[config.mk]
export PLATFORM = sky130hd
export DESIGN_NAME = fcp_result_q
export DESIGN_NICKNAME = d
export VERILOG_FILES = /design/src/sv/fcp_pkg.sv /design/src/sv/fcp_result_q.sv
export SDC_FILE = /design/constraint.sdc
export NUM_CORES = 1
export LEC_CHECK = 0
export ABC_AREA = 1
export BUFFER_PORTS_ARGS = -buffer_cell sky130_fd_sc_hd__buf_2
export CORE_MARGIN = 1
export CORE_UTILIZATION = 40
export CTS_CLUSTER_SIZE = 30
export DETAILED_ROUTE_END_ITERATION = 12
export HOLD_SLACK_MARGIN = 0.02
export PLACE_DENSITY = 0.62
export SLEW_MARGIN = 10
export SYNTH_ARGS = -nofsm -noshare
export SYNTH_HDL_FRONTEND = slang
export SYNTH_SLANG_ARGS = --single-unit
export TNS_END_PERCENT = 1
[constraint.sdc]
create_clock -name clk_i -period 3.9 [get_ports clk_i]
set_input_delay 0.195 -clock clk_i [delete_from_list [all_inputs] [get_ports clk_i]]
set_output_delay 0.195 -clock clk_i [all_outputs]
set_load 0.005 [all_outputs]
[src/sv/fcp_pkg.sv]
`timescale 1ns / 1ps
package fcp_pkg;

  localparam int unsigned ENTRIES   = 64;
  localparam int unsigned IDX_W     = $clog2(ENTRIES);
  localparam int unsigned CNT_W     = $clog2(ENTRIES + 1);
  localparam int unsigned CAP_W     = 7;
  localparam int unsigned CMP_W     = (CNT_W > CAP_W) ? CNT_W : CAP_W;
  localparam logic [CAP_W-1:0] CAP_RESET = 7'd16;
  localparam int unsigned EV_W      = 2;
  localparam logic [EV_W-1:0] EVICT_MAX = 2'd2;
  localparam int unsigned FQ_DEPTH  = 2;
  localparam int unsigned FQ_PTR_W  = $clog2(FQ_DEPTH);
  localparam int unsigned FQ_CNT_W  = $clog2(FQ_DEPTH + 1);
  localparam int unsigned RQ_DEPTH  = 4;
  localparam int unsigned RQ_PTR_W  = $clog2(RQ_DEPTH);
  localparam int unsigned RQ_CNT_W  = $clog2(RQ_DEPTH + 1);
  // worst case results of one command: two evictions plus the final one
  localparam int unsigned RQ_NEED   = 3;

  typedef enum logic [1:0] {
    CMD_SET    = 2'd0,
    CMD_GET    = 2'd1,
    CMD_DELETE = 2'd2,
    CMD_UNLOCK = 2'd3
  } cmd_e;

  typedef enum logic [1:0] {
    ST_OK   = 2'd0,
    ST_MISS = 2'd1,
    ST_FULL = 2'd2
  } status_e;

  typedef enum logic [2:0] {
    E_IDLE,
    E_MATCH,
    E_LOOKUP,
    E_ACT,
    E_EVSEL,
    E_EVREAD,
    E_FINISH
  } eng_state_e;

  typedef struct packed {
    logic [1:0]  command;
    logic [31:0] key;
    logic [31:0] data_handle;
    logic [15:0] data_length;
    logic        lock;
  } req_t;

  typedef struct packed {
    logic        evicted;
    logic [1:0]  status;
    logic [31:0] out_key;
    logic [31:0] out_handle;
    logic [15:0] out_length;
    logic        last;
  } rsp_t;

  typedef struct packed {
    cmd_e        cmd;
    logic [31:0] key;
    logic [31:0] handle;
    logic [15:0] length;
    logic        lock;
  } work_t;

  typedef struct packed {
    logic        valid;
    work_t       work;
  } fe_t;

  typedef struct packed {
    logic [31:0] key;
    logic [31:0] handle;
    logic [15:0] length;
  } entry_t;

  typedef struct packed {
    logic             found;
    logic [IDX_W-1:0] idx;
  } sel_t;

  function automatic sel_t lowest_set(input logic [ENTRIES-1:0] vec);
    sel_t r;
    r = '0;
    for (int i = ENTRIES - 1; i >= 0; i--) begin
      if (vec[i]) begin
        r.found = 1'b1;
        r.idx   = IDX_W'(i);
      end
    end
    return r;
  endfunction

endpackage

[src/sv/fcp_result_q.sv]
`timescale 1ns / 1ps
module fcp_result_q (
  input  logic           clk_i,
  input  logic           rst_ni,
  input  logic           push_i,
  input  fcp_pkg::rsp_t  rsp_i,
  output logic           room_o,
  output logic           empty,
  input  logic           pop,
  output fcp_pkg::rsp_t  rsp_o
);

  fcp_pkg::rsp_t                slot_q [fcp_pkg::RQ_DEPTH];
  logic [fcp_pkg::RQ_PTR_W-1:0] wr_q, rd_q;
  logic [fcp_pkg::RQ_CNT_W-1:0] cnt_q;
  logic                         take;

  assign empty  = (cnt_q == '0);
  assign take   = pop & ~empty;
  assign rsp_o  = slot_q[rd_q];
  // enough space for every result one command can make
  assign room_o = (cnt_q <= fcp_pkg::RQ_CNT_W'(fcp_pkg::RQ_DEPTH - fcp_pkg::RQ_NEED));

  always_ff @(posedge clk_i or negedge rst_ni) begin
    if (!rst_ni) begin
      wr_q  <= '0;
      rd_q  <= '0;
      cnt_q <= '0;
    end else begin
      if (push_i) wr_q <= fcp_pkg::RQ_PTR_W'(wr_q + 1'b1);
      if (take)   rd_q <= fcp_pkg::RQ_PTR_W'(rd_q + 1'b1);
      cnt_q <= cnt_q + fcp_pkg::RQ_CNT_W'(push_i) - fcp_pkg::RQ_CNT_W'(take);
    end
  end

  always_ff @(posedge clk_i) begin
    if (push_i) begin
      slot_q[wr_q] <= rsp_i;
    end
  end

  overflow_chk: assert property (@(posedge clk_i) disable iff (!rst_ni)
    push_i |-> (cnt_q != fcp_pkg::RQ_CNT_W'(fcp_pkg::RQ_DEPTH)))
    else $error("result queue overflow");

endmodule

# Yosys cells after proc, flatten, opt, wreduce, memory -nomap -nowiden
# Memory sizes are Yosys's and may differ from the RTL's.
# Cells that the tools add are included.
# Widths: inputs -> output; s select.
[word_totals] register_bits=7 mem_count=1 wordCells=14 output_inout_bits=86 mem_bits_rw=336 inputBits=88
[op_classes] n_addsub=4 n_reduce_logical=1 bitwise=2 n_lt_le_gt_ge=1 mux=2
[mem_list] name="slot_q" depth=4 word_bits=84 read_ports=1 rd_ports_with_merged_regs=0 write_ports=1 line_no="fcp_result_q.sv:13" rtl="fcp_pkg::rsp_t slot_q [fcp_pkg::RQ_DEPTH];"
[op_table] cell="$add 2x1->2 const B" count=2
[op_table] cell="$add 3x1->3" count=1
[op_table] cell="$le 3x1->1 const B" count=1
[op_table] cell="$logic_not 3->1" count=1
[op_table] cell="$sub 3x1->3" count=1
[op_table] cell="$mux 1" count=2
[op_table] cell="$and 1x1->1" count=1
[op_table] cell="$not 1->1" count=1

# Logic depth before layout (Yosys ltp)
[logic_depth] ltp_word=4 ltp_mapped=9 mapped_depth_nobuf=9

# Least setup slack after synthesis
# Ideal clock, no wire load.
[synth_timing] path_kind="register -> register" startpoint="register wr_q[0] in the netlist's numbering" endpoint="memory slot_q[2][0] in the netlist's numbering, enable pin" required_time_ns=3.462 stages_incl_launch_ff=5 slack_ns=1.154 path_buffers=0 arrival_time_ns=2.308 synth_period_minus_slack_ns=2.746 setup_time_ns=0.438 cell_sequence="dfrtp_1 -> inv_1 -> ha_1 -> nand2_1 -> inv_1"
[synth_rtl] item="from (decl)" line_no="fcp_result_q.sv:14" rtl="logic [fcp_pkg::RQ_PTR_W-1:0] wr_q, rd_q;"
[synth_rtl] item="from (signal assigned)" line_no="fcp_result_q.sv:30" rtl="if (push_i) wr_q <= fcp_pkg::RQ_PTR_W'(wr_q + 1'b1);"
[synth_rtl] item="to (decl)" line_no="fcp_result_q.sv:13"
# Straight into the memory's write port.

==> results.yml <==
yosys:
  count_of_flip_flops_with_a_built_in_enable_after_synthesis: 336
  syn_area_per_cell_um2: 12.2
  synth-warning-count: 0
  syn_nets: 1216
  yosys.cell_count.top_type: "sky130_fd_sc_hd__edfxtp_1"
  most_used_flip_flop_cell_after_synthesis: "sky130_fd_sc_hd__edfxtp_1"
  yosys-top-cells-count: "sky130_fd_sc_hd__edfxtp_1 (336), sky130_fd_sc_hd__nand2_1 (269), sky130_fd_sc_hd__nor2_1 (169), sky130_fd_sc_hd__o21ai_0 (144), sky130_fd_sc_hd__inv_1 (98)"
  netlist_instances: 1119
  yosys.cell_types.count: 19
  post-synth-top-area-fraction_pct: 74.0
  synth-async-reset-ratio_pct: 2.04
  ys_top_cells_by_area: "sky130_fd_sc_hd__edfxtp_1 (74%), sky130_fd_sc_hd__nand2_1 (7.4%), sky130_fd_sc_hd__o21ai_0 (5.3%), sky130_fd_sc_hd__nor2_1 (4.7%), sky130_fd_sc_hd__inv_1 (2.7%)"
  synth_largest_area_cell: "sky130_fd_sc_hd__edfxtp_1"
  ys_seq_area_share_pct: 75.3
  seq_cells_post_synth: 343
  synthesis.area_um2: 13600
setup_path:
  timing.rr.end: "slot_q[0][54]"
  critical_path.startpoint: "rd_q[0]"
  crit_path_end_kind: "output port"
  timing.reg2reg.worst_path_depth: 5
  crit_path_start_kind: "flip-flop"
  criticalPathCategory: "flip-flop to output port"
  critical_path.max_fanout: 254
  setup.reg_to_reg.worst_slack_ps: 1780
  cp_data_arrival_time_ps: 2350
  rr_startpoint: "wr_q[0]"
  worstPathRequired_ps: 3700
clock_tree:
  post_cts_resize_count: 0
  clockBufferDepth: 3
  cts-root-buf: "sky130_fd_sc_hd__clkbuf_16"
  cts_tree: "yes"
  cts-htree-levels: 2
  cts_buffers: 38
  cts.clk_slew.worst_paths_ps: 60
  tritoncts_num_sinks: 343
  clock_insertion_delay_worst_skew_ps: 510
floorplanning:
  dieWidth_um: 187
  die_h_um: 187
  floorplan.core_area_um2: 33500
  io-pin-count: 174
  floorplan.rows: 67
  floorplan.die_area_um2: 34800
  initial_standard_cell_utilization_of_the_core_pct: 40.7
placement:
  finalWeightedCongestion: 0.732
  place.detailed.hpwl_um: 14900
  pre_cts_ws_ps: 1780
  placement.cell_area_um2: 14900
  io_buffers: 173
routing:
  detailedRoute.firstIterationViolations: 633
  final_antenna_net_count: 0
  1st_pass_router_iterations: 5
  detail_route.vias_per_cell: 4.60
  detail_route.wl_per_cell_um: 14.8
  drt_wl_total_um: 27400
  route.vias.total: 8517
  remaining_routing_drc_violations: 0
final_layout:
  design.final.nets: 1469
  area.sequential_um2: 10300
  layout-drive-gt1-share_pct: 17.1
  fill_cells: 2903
  multi_input_area_um2: 2640
  area_growth_pct: 24.2
  final_design_area_no_fill_um2: 16900
global_route:
  grt_pass1_wl_um: 43900
  global_route.overflow_total: 0
  antenna_found_initial: 1
  grt_use_total_pct: 15.9
  grt_pass1_vias: 8311
  largest_net_degree_at_the_start_of_global_routing: 255
pwr:
  powerDensity_nw_per_um2: 720
  power_leakage_nw: 6.80
  ir_worst_vdd_uv: 491
sta:
  worst_clock_skew_ps: 17.7
  finalHoldViolCount: 0
  fin_ws_ps: 1360
  grt_setup_unrepaired: "false"
  final.min_clock_period_ps: 2540
  maxClockFrequency_mhz: 393
  slew-limit-headroom_pct: 33.5
  fin_tns_setup_ps: 0
  period_share_pct: 65.2
  timing.final.setup_violations: 0
  pins_over_slew_limit: 0
  tightest_slew_ps: 998
run_status:
  outcome: "finished clean"
job:
  cap_viol_max_count: 0
hold_path:
  worst_min_delay_path_class: "input pin to async pin"
## stage by stage
| step | util, % | total power (W) | hold WS [ps] | cells |
|---|---|---|---|---|
| after global placement | 44.3 | 0.00875 | 42.3 | 1693 |
| after global routing | 50.5 | 0.0130 | 58.6 | 1849 |
| after floorplan | - | 0.00751 | -101 | 1119 |
| after CTS | 50.5 | 0.0124 | 32.9 | 1849 |
| final | 50.5 | 0.0122 | 63.4 | 1850 |
| after detailed placement | 44.3 | 0.00883 | 48.4 | 1693 |
## how the worst max path moves through the flow
stage | endpoint | cells after the start
CTS | rsp_o[36] | 5
global route | rsp_o[36] | 5
floorplan | slot_q[2][0] | 4
global placement | slot_q[0][67] | 5
finish | rsp_o[36] | 5
detailed placement | slot_q[3][33] | 4
## layout by cell type (no fill, tap or decap), types with 2 or more instances in the layout
| cell type | synthesis | final |
|---|---|---|
| sky130_fd_sc_hd__inv_4 | 0 | 4 |
| sky130_fd_sc_hd__buf_12 | 1 | 5 |
| sky130_fd_sc_hd__ha_1 | 8 | 8 |
| sky130_fd_sc_hd__bufinv_16 | 0 | 3 |
| sky130_fd_sc_hd__buf_4 | 2 | 4 |
| sky130_fd_sc_hd__clkinv_1 | 0 | 4 |
| sky130_fd_sc_hd__inv_1 | 98 | 94 |
| sky130_fd_sc_hd__buf_2 | 7 | 173 |
| sky130_fd_sc_hd__clkbuf_1 | 26 | 15 |
| sky130_fd_sc_hd__o21ai_1 | 25 | 25 |
| sky130_fd_sc_hd__dfrtp_1 | 7 | 6 |
| sky130_fd_sc_hd__edfxtp_1 | 336 | 336 |
| sky130_fd_sc_hd__clkbuf_16 | 0 | 41 |
| sky130_fd_sc_hd__dlygate4sd3_1 | 0 | 87 |
| sky130_fd_sc_hd__clkinv_2 | 0 | 6 |
| sky130_fd_sc_hd__o21ai_0 | 144 | 144 |
| sky130_fd_sc_hd__nand3_1 | 2 | 2 |
| sky130_fd_sc_hd__nor2_1 | 169 | 169 |
| sky130_fd_sc_hd__nand2_1 | 269 | 269 |
## critical path: stages, from the launching register on
cell	delay, ps
sky130_fd_sc_hd__dfrtp_4	430
sky130_fd_sc_hd__buf_12	680
sky130_fd_sc_hd__o21ai_0	240
sky130_fd_sc_hd__nand2_1	100
sky130_fd_sc_hd__nand2_1	100
sky130_fd_sc_hd__buf_2	140
## power by group
| group | internal, W | total, W | switching, W | leakage, nW |
|---|---|---|---|---|
| logic | 0.00130 | 0.00377 | 0.00247 | 3.03 |
| registers | 0.00483 | 0.00498 | 0.000151 | 3.17 |
| clock network | 0.00212 | 0.00346 | 0.00134 | 0.595 |
| total | 0.00824 | 0.0122 | 0.00396 | 6.80 |
## metal layers
layer	routed length, um	global-route usage [%]
met5	0	0
met4	531	4.45
met3	1750	3.95
met2	12800	25.8
met1	12300	21.2
## timing repair
item                                   CTS  global route
setup endpoints to repair                0             0
buffers inserted                         0             0
endpoints found under the hold margin  345             0
hold buffers                            87             0
## final cells by class
class                           instances  share of cell area (%)
Multi-Input combinational cell        620                    15.6
Clock buffer                           56                    6.39
Timing Repair Buffer                  269                    11.0
Antenna cell                            1                  0.0148
Tap cell                              448                    3.31
Clock inverter                         13                   0.798
Inverter                              100                    2.30
Sequential cell                       343                    60.6
## logic make-up after synthesis
kind of cell	synth area share (%)
adder cells (fa/ha/maj)	0.881
XOR/XNOR	0.128
AND/OR/NAND/NOR	12.1
AO/OA/AOI/OAI	6.20
flip-flops	75.3
buffers and inverters	5.41
## sequential cells by signal (all words and copies together), names as in the netlist
signal and count:
slot_q 336, wr_q 2, cnt_q 3, rd_q 2
No activity file was read; power rests on OpenSTA's default activity.
