## config.mk

```make
export PLATFORM = sky130hd
export DESIGN_NAME = fcp_front
export DESIGN_NICKNAME = d
export VERILOG_FILES = /design/src/sv/fcp_pkg.sv /design/src/sv/fcp_front.sv
export SDC_FILE = /design/constraint.sdc
export NUM_CORES = 1
export LEC_CHECK = 0
export ABC_AREA = 1
export BUFFER_PORTS_ARGS = -buffer_cell sky130_fd_sc_hd__buf_2
export CAP_MARGIN = 20
export CORE_MARGIN = 1
export CORE_UTILIZATION = 47
export CTS_CLUSTER_SIZE = 10
export DETAILED_ROUTE_END_ITERATION = 8
export GPL_TIMING_DRIVEN = 0
export HOLD_SLACK_MARGIN = 0.15
export PLACE_DENSITY_LB_ADDON = 0.15
export SLEW_MARGIN = 20
export SYNTH_ARGS = -nofsm -noshare
export SYNTH_HDL_FRONTEND = slang
export SYNTH_SLANG_ARGS = --single-unit
```

## constraint.sdc

```tcl
create_clock -name clk_i -period 4.3 [get_ports clk_i]
set_input_delay 0.86 -clock clk_i [delete_from_list [all_inputs] [get_ports clk_i]]
set_output_delay 0.86 -clock clk_i [all_outputs]
set_load 0.05 [all_outputs]
```

## src/sv/fcp_pkg.sv

```systemverilog
`timescale 1ns / 1ps
package fcp_pkg;

  localparam int unsigned ENTRIES   = 64;
  localparam int unsigned IDX_W     = $clog2(ENTRIES);
  localparam int unsigned CNT_W     = $clog2(ENTRIES + 1);
  localparam int unsigned CAP_W     = 7;
  localparam int unsigned CMP_W     = (CNT_W > CAP_W) ? CNT_W : CAP_W;
  localparam logic [CAP_W-1:0] CAP_RESET = 7'd16;
  localparam int unsigned EV_W      = 2;
  localparam logic [EV_W-1:0] EVICT_MAX = 2'd2;
  localparam int unsigned FQ_DEPTH  = 2;
  localparam int unsigned FQ_PTR_W  = $clog2(FQ_DEPTH);
  localparam int unsigned FQ_CNT_W  = $clog2(FQ_DEPTH + 1);
  localparam int unsigned RQ_DEPTH  = 4;
  localparam int unsigned RQ_PTR_W  = $clog2(RQ_DEPTH);
  localparam int unsigned RQ_CNT_W  = $clog2(RQ_DEPTH + 1);
  // worst case results of one command: two evictions plus the final one
  localparam int unsigned RQ_NEED   = 3;

  typedef enum logic [1:0] {
    CMD_SET    = 2'd0,
    CMD_GET    = 2'd1,
    CMD_DELETE = 2'd2,
    CMD_UNLOCK = 2'd3
  } cmd_e;

  typedef enum logic [1:0] {
    ST_OK   = 2'd0,
    ST_MISS = 2'd1,
    ST_FULL = 2'd2
  } status_e;

  typedef enum logic [2:0] {
    E_IDLE,
    E_MATCH,
    E_LOOKUP,
    E_ACT,
    E_EVSEL,
    E_EVREAD,
    E_FINISH
  } eng_state_e;

  typedef struct packed {
    logic [1:0]  command;
    logic [31:0] key;
    logic [31:0] data_handle;
    logic [15:0] data_length;
    logic        lock;
  } req_t;

  typedef struct packed {
    logic        evicted;
    logic [1:0]  status;
    logic [31:0] out_key;
    logic [31:0] out_handle;
    logic [15:0] out_length;
    logic        last;
  } rsp_t;

  typedef struct packed {
    cmd_e        cmd;
    logic [31:0] key;
    logic [31:0] handle;
    logic [15:0] length;
    logic        lock;
  } work_t;

  typedef struct packed {
    logic        valid;
    work_t       work;
  } fe_t;

  typedef struct packed {
    logic [31:0] key;
    logic [31:0] handle;
    logic [15:0] length;
  } entry_t;

  typedef struct packed {
    logic             found;
    logic [IDX_W-1:0] idx;
  } sel_t;

  function automatic sel_t lowest_set(input logic [ENTRIES-1:0] vec);
    sel_t r;
    r = '0;
    for (int i = ENTRIES - 1; i >= 0; i--) begin
      if (vec[i]) begin
        r.found = 1'b1;
        r.idx   = IDX_W'(i);
      end
    end
    return r;
  endfunction

endpackage

```

## src/sv/fcp_front.sv

```systemverilog
`timescale 1ns / 1ps
module fcp_front (
  input  logic           clk_i,
  input  logic           rst_ni,
  input  logic           push,
  output logic           full,
  input  fcp_pkg::req_t  req_i,
  output fcp_pkg::fe_t   front_o,
  input  logic           pop_i
);

  fcp_pkg::work_t               slot_q [fcp_pkg::FQ_DEPTH];
  logic [fcp_pkg::FQ_PTR_W-1:0] wr_q, wr_d, rd_q, rd_d;
  logic [fcp_pkg::FQ_CNT_W-1:0] cnt_q, cnt_d;
  logic                         acc, take;
  fcp_pkg::work_t               cls;

  // decode the raw command into the engine's work item
  always_comb begin
    cls.cmd    = fcp_pkg::cmd_e'(req_i.command);
    cls.key    = req_i.key;
    cls.handle = req_i.data_handle;
    cls.length = req_i.data_length;
    cls.lock   = req_i.lock;
  end

  assign full          = (cnt_q == fcp_pkg::FQ_CNT_W'(fcp_pkg::FQ_DEPTH));
  assign acc           = push & ~full;
  assign front_o.valid = (cnt_q != '0);
  assign front_o.work  = slot_q[rd_q];
  assign take          = pop_i & front_o.valid;

  always_comb begin
    wr_d  = acc  ? fcp_pkg::FQ_PTR_W'(wr_q + 1'b1) : wr_q;
    rd_d  = take ? fcp_pkg::FQ_PTR_W'(rd_q + 1'b1) : rd_q;
    cnt_d = cnt_q + fcp_pkg::FQ_CNT_W'(acc) - fcp_pkg::FQ_CNT_W'(take);
  end

  always_ff @(posedge clk_i or negedge rst_ni) begin
    if (!rst_ni) begin
      wr_q  <= '0;
      rd_q  <= '0;
      cnt_q <= '0;
    end else begin
      wr_q  <= wr_d;
      rd_q  <= rd_d;
      cnt_q <= cnt_d;
    end
  end

  always_ff @(posedge clk_i) begin
    if (acc) begin
      slot_q[wr_q] <= cls;
    end
  end

endmodule

```

## Word-level counts from Yosys, hierarchy flattened

Memory sizes are Yosys's and may differ from the RTL's.
Index checks and enable logic that the tools add are counted.

- Bits in registers: 4
- Latch bits: 0
- Bits in writable memories: 166
- Memory bits (read-only): 0
- Bits of input ports: 87
- Output and inout bits: 85
- Word-level logic and storage cells: 15
- Memories kept: 1

- Add/sub/neg operators: 4
- Multiply operators: 0
- Div/mod/pow operators: 0
- $lt $le $gt $ge: 0
- Equality and inequality tests: 1
- Shifts and indexed selects: 0
- Muxes and demuxes: 2
- Bitwise logic cells: 3
- Reduce and logical (&&, ||, !) cells: 1

Memory list:

| memory | depth | bits a word | read ports | clocked after memory_dff | write ports | line | text |
|---|---|---|---|---|---|---|---|
| slot_q | 2 | 83 | 1 | 0 | 1 | fcp_front.sv:12 | `fcp_pkg::work_t slot_q [fcp_pkg::FQ_DEPTH];` |

Operator list:

| operator | number |
|---|---|
| $add A1 B1 Y1 const B | 2 |
| $add A2 B1 Y2 | 1 |
| $and A1 B1 Y1 | 2 |
| $eq A2 B2 Y1 const B | 1 |
| $mux W1 | 2 |
| $reduce_bool A2 Y1 | 1 |
| $sub A2 B1 Y2 | 1 |
| $not A1 Y1 | 1 |

## Depth between registers and ports, before layout

Gate-level depths: netlist of run 1.

- Depth in word-level cells: 5
- Depth in mapped cells: 10
- Gate-level depth less buffers: 10

## Worst setup path before layout of run 1

No wires, ideal clock.

- Kind: in2reg
- From: input push
- To: memory slot_q[1][0] in the netlist's numbering, enable pin
- Library setup time: 0.525 ns
- Arrival time: 4.404 ns
- Required time: 3.775 ns
- Path slack: -0.629 ns
- Stages: 2
- Buffers on the path: 0
- Cells stage by stage: nand2_1 -> nor2_1

- Longest elaborated chain between the ends: 3

Ends and longest elaborated chain:

| element | line | text |
|---|---|---|
| from (decl) | fcp_front.sv:5 | `input logic push,` |
| $and A1 B1 Y1 | fcp_front.sv:28 | `assign acc = push & ~full;` |
| $mux W1 | fcp_front.sv:52 | `if (acc) begin` |
| $mux W1 (implied by the code) | fcp_front.sv:53 | `slot_q[wr_q] <= cls;` |
| to (decl) | fcp_front.sv:12 |  |

No other way between the ends.

==> qor.yml, run 1 <==
sta:
  tns_ns: 0
  holdWs_ns: 0.239
  final_hold_viol_count: 0
  slew_viol_final: 0
  finalCriticalPeriod_ns: 2.69
  finalClockSkew_ns: 0.00455
  worstMarginPinSlew_ns: 0.752
  max_freq_mhz: 372
  setup_violations: 0
  period_share_pct: 62.5
  slew_headroom_pct: 49.8
  rsz0062_at_grt: "false"
grt:
  busiest_layer: "met2"
  grt_max_degree: 46
  groute.usage.overall_pct: 17.9
  antenna_found_initial: 0
  grt_first_pass_wirelength_um: 18600
  use_met2_pct: 29.4
  overflow: 0
  grt_util_met1_pct: 21.2
  met3_usage_pct: 6.23
  grt_pass1_vias: 3757
die:
  fp-row-count: 41
  die_h_um: 117
  num_io_pins: 172
  die_area_um2: 13800
  coreArea_um2: 12800
  initial_core_util_pct: 48.9
  die_w_um: 117
clock_network:
  clk_latency_ns: 0.42
  cts_setup_buffers: 0
  cts_root_buffer: "clkbuf_16"
  path_clk_slew_ns: 0.06
  cts_sinks: 170
  clockBufferDepth: 2
  cts_tree: "done"
  htreeDepth: 4
  cts_made_buffers: 17
  cts_resized: 0
  cts_hold_buffers: 0
drt:
  vias: 3930
  wl_per_cell_um: 14.1
  routed_wl_um: 11900
  via_per_inst: 4.65
  ant_nets: 0
  drt_iter0_markers: 211
  drt-pass1-iter-count: 5
  drc_errors: 0
layout:
  utilization_pct: 62.7
  area_growth_pct: 28.2
  finalNonFillerCells: 845
  diodes: 0
  layout_commonest_cell: "nand2_1"
  layout.nets: 749
  drive_above_1_share_pct: 33.4
  layout_common_cells: "nand2_1, buf_2, edfxtp_1"
critical_path:
  path_cells: "inv_2 -> buf_2 -> buf_2 -> nand2_1 -> nand2_1 -> buf_2"
  endpoint_kind: "output pin"
  startpoint_type: "register"
  required_ns: 3.44
  crit_arrival_ns: 1.83
  slowest_stage: "dfrtp_1"
  slowest_delay_ns: 0.41
  crit_path_max_fanout: 10
  crit_type: "register to output pin"
  crit_path_frequent_cell: "buf_2"
  crit_family: "buffers and inverters"
  cp.buffers_inverters: 4
placed_design:
  gp_congestion: 0.701
  placed_cells: 813
  hpwl_um: 7890
  io_buffers: 171
yosys:
  syn_nets: 555
  yosys_register_bits: 170
  yosysWarnings: 0
  synth_area_leaders: "edfxtp_1, nand2_1, dfrtp_1"
  synth_cell_types: 11
  synthCells: 466
  synth_top_cell_by_area: "edfxtp_1"
  avgSynthCellArea_um2: 13.4
  synth_top_area_share_pct: 79.7
  synth_seq_area_share_pct: 81.3
  netlist_area_um2: 6250
flow_run:
  drv_cap: 0
hold_path:
  min_path_type: "input pin to asynchronous set/reset pin"
status:
  status: "finished, final reports clean"
-- cell type report --
cell class                      instances  area (um2)
Sequential cell                       170        5080
Fill cell                            1042        4760
Multi-Input combinational cell        268        1030
Timing Repair Buffer                  175         958
Clock buffer                           18         429
Tap cell                              172         215
Clock inverter                         14         150
Buffer                                 18         103
Inverter                               10        40.0
-- flip-flops by register name, indices dropped and copies added (netlist names) --
signal and flops:
cnt_q 2, slot_q 166, wr_q 1, rd_q 1
-- kinds of logic after synthesis --
logic type | Yosys count | synth area share, %
buffers and inverters | 28 | 2.24
AND/OR/NAND/NOR | 266 | 16.0
adder cells (fa/ha/maj) | 2 | 0.400
flip-flops | 170 | 81.3
-- cell usage after synthesis --
| library cell | number |
|---|---|
| buf_2 | 10 |
| nor2_1 | 1 |
| inv_1 | 9 |
| clkbuf_1 | 2 |
| nand3_1 | 3 |
| nand2_1 | 262 |
| ha_1 | 2 |
| buf_4 | 6 |
| edfxtp_1 | 166 |
| inv_2 | 1 |
| dfrtp_1 | 4 |
-- worst register-to-register path: cells and delay by family (launching register included) --
kind,cells,cell delay [ns]
AND/OR/NAND/NOR,3,0.84
buffers and inverters,3,0.50
flip-flops,1,0.35
-- metrics by stage --
stage                     area [um2]  setup WS [ns]
after global placement          7330         -0.568
final                           8020           1.61
after CTS                       8020           1.57
after floorplan                 6250          0.766
after detailed placement        7440           1.83
after global routing            8020           1.44
-- final timing paths --
check / startpoint / endpoint / slack, ns / depth (start not counted)
max reg2reg: cnt_q[0] / slot_q[1][14] / 2.31 / 6
min: rst_ni / cnt_q[0] / 0.24 / 1
min in group clk_i: wr_q / wr_q / 0.48 / 2
max in group asynchronous: rst_ni / wr_q / 3.94 / 1
max: rd_q / front_o[22] / 1.61 / 6
min reg2reg: wr_q / wr_q / 0.48 / 2
-- layer usage --
layer,vias up,part of all wire (%),routed length [um]
met3,16,7.4,881
li1,1955,-,-
met5,-,0,0
met2,125,50,5970
met4,0,1.9,224
met1,1834,40,4810
Power of run 1 is left out: the tool's default activity adds up to more than one toggle a clock period on the data nets, which glitch-free logic cannot reach.
==> inputs of run 2 (changes only) <==
- ABC_AREA: 1 -> 0
- clock period: 4.3 -> 2.2 ns (I/O delays scaled with it)
==> run 2 against run 1 <==
  * Non-clock buffer count is 6 lower
  * Die area is 2.9% higher
  * Clock skew hardly changed
  * Final cell count is 21% lower
  * Final area is 3.3% higher
  * Worst setup slack worse by 1.5 ns
  * Wire length is 7.9% lower
  * Critical path depth is 2 lower
  * Via count is 20% lower
  * Critical path type unchanged
==> qor.yml, run 2 <==
status:
  status: "finished, final reports clean"
critical_path:
  crit_type: "register to output pin"
  crit_arrival_ns: 1.69  # -0.14 ns
  crit_family: "buffers and inverters"
  slowest_stage: "dfrtp_1"
  startpoint_type: "register"
  crit_path_max_fanout: 10  # unchanged
  required_ns: 1.76  # -1.68 ns
  path_cells: "buf_12 -> buf_8 -> mux2_4 -> buf_2"
  slowest_delay_ns: 0.40  # about the same
  endpoint_kind: "output pin"
  setup.worst_path.start: "rd_q"
  r2r-start: "cnt_q[1]"
  cp.buffers_inverters: 3  # -1
drt:
  ant_nets: 0  # unchanged
  via_per_inst: 4.75  # +2.1%
  wl_per_cell_um: 16.5  # +17%
  drt_iter0_markers: 173  # -18%
  routed_wl_um: 10900  # -7.9%
  drt-pass1-iter-count: 4  # -1
  vias: 3154  # -20%
  drc_errors: 0  # unchanged
grt:
  grt_max_degree: 47  # +2.2%
  overflow: 0  # unchanged
  groute.usage.overall_pct: 16.2  # -1.7 points
  antenna_found_initial: 0  # unchanged
  grt_first_pass_wirelength_um: 16900  # -9.0%
  grt_pass1_vias: 3336  # -11%
sta:
  final_hold_viol_count: 0  # unchanged
  tns_ns: 0  # unchanged
  holdWs_ns: 0.212  # -0.0268 ns
  setup_violations: 0  # unchanged
  period_share_pct: 96.9
  worstMarginPinSlew_ns: 0.635  # -0.117 ns
  max_freq_mhz: 469
  fin_ws_ns: 0.0690  # -1.54 ns
  slew_viol_final: 0  # unchanged
  finalCriticalPeriod_ns: 2.13
  rsz0062_at_grt: "true"
  finalClockSkew_ns: 0.00463  # +0.0000759 ns
  slew_headroom_pct: 57.6  # +7.8 points
die:
  coreArea_um2: 13300  # +4.1%
  die_w_um: 119  # +1.4%
  num_io_pins: 172  # unchanged
  die_area_um2: 14200  # +2.9%
  initial_core_util_pct: 48.4  # -0.54 points
  fp-row-count: 42  # +2.4%
  die_h_um: 119  # +1.4%
yosys:
  synth-edff-count: 166  # unchanged
  synthTopCellsByCount: "edfxtp_1, mux2_4, mux2_2, buf_6, dfrtp_1"
  synth_cell_types: 16  # +5
  synth_async_sr_flop_share_pct: 2.35  # unchanged
  yosys_register_bits: 170  # unchanged
  synthCells: 276  # -41%
  synth_top_area_share_pct: 77.4  # -2.3 points
  synth_area_leaders: "edfxtp_1, mux2_4, mux2_2"
  netlist_area_um2: 6440  # +2.9%
  syn_nets: 365  # -34%
  yosys_most_used_dff: "edfxtp_1"
  synth_seq_area_share_pct: 79.0  # -2.3 points
  yosysWarnings: 0  # unchanged
  avgSynthCellArea_um2: 23.3  # +74%
  synth_top_cell_by_area: "edfxtp_1"
  yosysMostFrequentCell: "edfxtp_1"
hold_path:
  min_path_type: "input pin to register"
  hp-start: "req_i[8]"
layout:
  regMostFlops: "slot_q"
  layout.nets: 562  # -25%
  largest_reg_flops: 166  # unchanged
  finalNonFillerCells: 664  # -21%
  layout_common_cells: "buf_2, edfxtp_1, mux2_4"
  area_growth_pct: 28.6
  drive_above_1_share_pct: 62.6  # +29 points
  layout_commonest_cell: "buf_2"
  reg_top3: "slot_q: 166 flops, cnt_q: 2 flops"
clock_network:
  clockBufferDepth: 2  # unchanged
  cts_root_buffer: "clkbuf_16"
  cts_made_buffers: 17  # unchanged
  clk_latency_ns: 0.41  # about the same
  htreeDepth: 4  # unchanged
  cts_tree: "done"
  cts_sinks: 170  # unchanged
  path_clk_slew_ns: 0.06  # about the same
placed_design:
  gp_congestion: 0.655  # -6.6%
  io_buffers: 171  # unchanged
  placed_cells: 627  # -23%
  pre_cts_ws_ns: 0.178  # -1.65 ns
  hpwl_um: 7440  # -5.8%
pwr:
  ir_drop_mv: 1.22
  p_per_area_nw_per_um2: 1620
  power_mw: 13.4
  leakagePower_nw: 3.31
flow_run:
  drv_cap: 0  # unchanged
run 2: cell types whose count changed after synthesis, sizes merged, moves of 2 or more:
cell | before | now
mux2 | 0 | 83
clkbuf | 2 | 0
inv | 10 | 2
nand2 | 262 | 1
nand3 | 3 | 0
xnor2 | 0 | 3
buf | 16 | 9
run 2: final cells by class:
type / count / area (um2)
buffer: 9 / 125
tap: 176 / 220
fill: 989 / 5020
sequential: 170 / 5080
clock inverter: 13 / 153
timing repair buffer: 178 / 978
multi-input combinational: 95 / 1270
clock buffer: 19 / 433
antenna: 2 / 5.00
inverter: 2 / 7.51
run 2: cells by family (layout without fill, tap and decap cells):
family	count (synthesis)	in the layout	share of synthesized area (%)
DFF	170	170	79.0
muxes	83	83	18.0
buffers and inverters	11	221	1.50
and+or+nand+nor	6	6	0.544
xor gates and xnor gates	4	4	0.544
adders and majority gates	2	2	0.389
other	0	2	0
run 2: through the flow:
step / utilization [%] / instance area, um2
floorplan: - / 6450
global placement: 56.6 / 7520
detailed placement: 57.3 / 7610
CTS: 61.8 / 8210
global route: 62.2 / 8270
finish: 62.3 / 8280
run 2: metal layers:
metal | GRT usage [%] | up-vias | share of wire, %
met1 | 18.8 | 1542 | 41
met5 | 0 | - | 0
met2 | 26.7 | 103 | 51
li1 | - | 1494 | -
met3 | 6.32 | 15 | 7.1
met4 | 7.12 | 0 | 1.6
run 2: worst register-to-register path, cell delays in order, from the launching register on:
cell and delay, ns:
dfrtp_1 0.41, nand2b_1 0.15, nand2_2 0.12, nor2_4 0.53, buf_12 0.27, buf_12 0.20
run 2: report_power, final:
part / switching [mW] / total, mW / internal, mW
Combinational: 3.92 / 5.89 / 1.96
Sequential: 0.185 / 4.61 / 4.43
Clock: 1.13 / 2.90 / 1.77
run 2: final timing paths:
check	to	slack, ns	cells past startpoint
worst max-delay path	front_o[28]	0.07	4
worst min-delay path	slot_q[1][8]	0.21	1
worst max register to register	slot_q[0][31]	0.20	5
worst min register to register	cnt_q[1]	0.52	1
max in group asynchronous	cnt_q[0]	1.71	2
min in group asynchronous	wr_q	0.36	2
run 2: timing repair:
item / in CTS / in global routing
hold buffers: 1 / 0
buffers inserted: 0 / 2
gates resized for setup: 0 / 13
hold endpoints to repair: 4 / 0
endpoints found under the setup margin: 0 / 60
Note: power is estimated with default switching activity, not from simulation.
==> inputs of run 3 (changes only) <==
- ABC_AREA: 0 -> 1
==> run 3 against run 2 <==
  * Clock power shrank 6%
  * Die area shrank 2.8%
  * Global-route usage grew 2.5 points
  * Non-clock buffer count grew 9
  * Final cell count grew 27%
  * Critical endpoint is now front_o[48]
==> qor.yml, run 3 (same netlist as run 1, synthesis figures left out) <==
sta:
  period_share_pct: 96.2  # -0.68 points
  setup_violations: 0  # unchanged
  final_hold_viol_count: 0  # unchanged
  fin_ws_ns: 0.0840  # +0.0149 ns
  rsz0062_at_grt: "false"
  slew_headroom_pct: 50.2  # -7.4 points
  tns_ns: 0  # unchanged
  slew_viol_final: 0  # unchanged
  holdWs_ns: 0.208  # -0.00331 ns
  max_freq_mhz: 473  # +0.70%
  worstMarginPinSlew_ns: 0.746  # +0.111 ns
  finalClockSkew_ns: 0.00544  # +0.000809 ns
  finalCriticalPeriod_ns: 2.12  # -0.0149 ns
layout:
  final_area_um2: 8100  # -2.1%
  reg_top3: "slot_q: 166 flops, cnt_q: 2 flops"
  area_growth_pct: 29.6
  regMostFlops: "slot_q"
  largest_reg_flops: 166  # unchanged
  diodes: 0  # -2
  layout_commonest_cell: "nand2_1"
  layout_common_cells: "nand2_1, edfxtp_1, buf_2"
  drive_above_1_share_pct: 33.2  # -29 points
  fillers: 999  # +1.0%
  layout.nets: 752  # +34%
status:
  status: "finished, final reports clean"
critical_path:
  startpoint_type: "register"
  crit_path_frequent_cell: "nand2_1"
  path_cells: "inv_2 -> buf_6 -> buf_4 -> nand2_1 -> nand2_1 -> buf_2"
  slowest_delay_ns: 0.41  # about the same
  endpoint_kind: "output pin"
  slowest_stage: "dfrtp_1"
  crit_type: "register to output pin"
  crit_path_max_fanout: 10  # unchanged
  crit_arrival_ns: 1.68  # about the same
  required_ns: 1.76  # about the same
placed_design:
  gp_congestion: 0.755  # +15%
  hpwl_um: 8090  # +8.8%
  pre_cts_ws_ns: 0.128  # -0.0499 ns
  placed_area_um2: 7490  # -1.7%
  io_buffers: 171  # unchanged
die:
  die_h_um: 117  # -1.4%
  die_w_um: 117  # -1.4%
  die_area_um2: 13800  # -2.8%
  coreArea_um2: 12800  # -3.9%
  initial_core_util_pct: 48.9  # +0.54 points
  fp-row-count: 41  # -2.4%
  num_io_pins: 172  # unchanged
clock_network:
  clk_latency_ns: 0.42  # about the same
  cts_root_buffer: "clkbuf_16"
  clockBufferDepth: 2  # unchanged
  cts_setup_buffers: 0  # unchanged
  htreeDepth: 4  # unchanged
  cts_sinks: 170  # unchanged
  cts_made_buffers: 17  # unchanged
  path_clk_slew_ns: 0.06  # about the same
  cts_tree: "done"
pwr:
  combPwrFrac_pct: 45.8  # +1.9 points
  ir_drop_mv: 0.791  # -35%
  p_clk_share_pct: 20.3  # -1.4 points
  leakagePower_nw: 3.54  # +7.0%
  p_sw_mw: 6.02  # +15%
  power_mw: 13.5  # +0.64%
  p_per_area_nw_per_um2: 1660  # +2.8%
  swShare_pct: 44.6  # +5.5 points
  internal_power_mw: 7.47  # -8.5%
  seqPwrFrac_pct: 33.9  # -0.5 points
drt:
  via_per_inst: 4.65  # -2.1%
  ant_nets: 0  # unchanged
  drt_iter0_markers: 246  # +42%
  vias: 3935  # +25%
  routed_wl_um: 11900  # +9.0%
  drc_errors: 0  # unchanged
  drt-pass1-iter-count: 4  # unchanged
  wl_per_cell_um: 14.1  # -14%
hold_path:
  min_path_type: "input pin to register"
grt:
  antenna_found_initial: 0  # unchanged
  grt_first_pass_wirelength_um: 19400  # +15%
  grt_pass1_vias: 4004  # +20%
  groute.usage.overall_pct: 18.7  # +2.5 points
  grt_max_degree: 26  # -45%
  overflow: 0  # unchanged
flow_run:
  drv_cap: 0  # unchanged
-- run 3: cell types whose count changed in the layout (fill, tap and decap cells not counted), sizes merged, moves of 2 or more --
cell / before / now
clkbuf: 23 / 34
clkinv: 8 / 6
diode: 2 / 0
inv: 2 / 9
mux2: 83 / 0
nand2: 1 / 262
nand3: 0 / 3
xnor2: 3 / 0
-- run 3: repair_timing --
action	in CTS	in global routing
endpoints found under the hold margin	4	0
endpoints found under the setup margin	70	69
gates resized for setup	9	18
hold buffers	1	0
-- run 3: worst max-delay path, delay by kind of cell, from the launching register on --
kind	cells	cell delay [ns]
simple gates	2	0.14
buf+inv	4	0.70
flops	1	0.41
-- run 3: metal layers --
metal	track usage (%)	wire length [um]
met1	20.9	4660
met3	5.79	840
met5	0	0
met2	32.6	6260
met4	8.44	165
-- run 3: worst paths after layout --
kind                       startpoint  cells past startpoint  slack [ns]       endpoint
min reg2reg                      wr_q                      2        0.49           wr_q
max in group asynchronous      rst_ni                      2        1.66           rd_q
min in group asynchronous      rst_ni                      2        0.42           wr_q
max reg2reg                  cnt_q[0]                      6        0.19  slot_q[1][71]
max                              rd_q                      6        0.08    front_o[48]
min                         req_i[44]                      1        0.21  slot_q[1][44]
-- run 3: power by group through the flow --
stage          combinational [mW]  sequential [mW]  clock [mW]
2_1_floorplan                4.49             4.63           0
3_3_place_gp                 5.87             4.68           0
3_5_place_dp                 6.11             4.64           0
4_1_cts                      6.18             4.58        2.79
5_1_grt                      6.62             4.64        2.91
6_report                     6.17             4.58        2.74
-- run 3: metrics by stage --
stage,util (%),std cells
floorplan,-,466
detailed placement,58.6,815
CTS,63.1,846
finish,63.4,846
global placement,57.5,809
global route,63.4,846
-- run 3: final cells by class --
type,count,area (um2),share of cell area [%]
Multi-Input combinational cell,268,1040,12.9
Clock buffer,20,437,5.39
Inverter,10,41.3,0.510
Timing Repair Buffer,178,1040,12.9
Clock inverter,10,104,1.28
Sequential cell,170,5080,62.8
Tap cell,172,215,2.66
Buffer,18,133,1.64
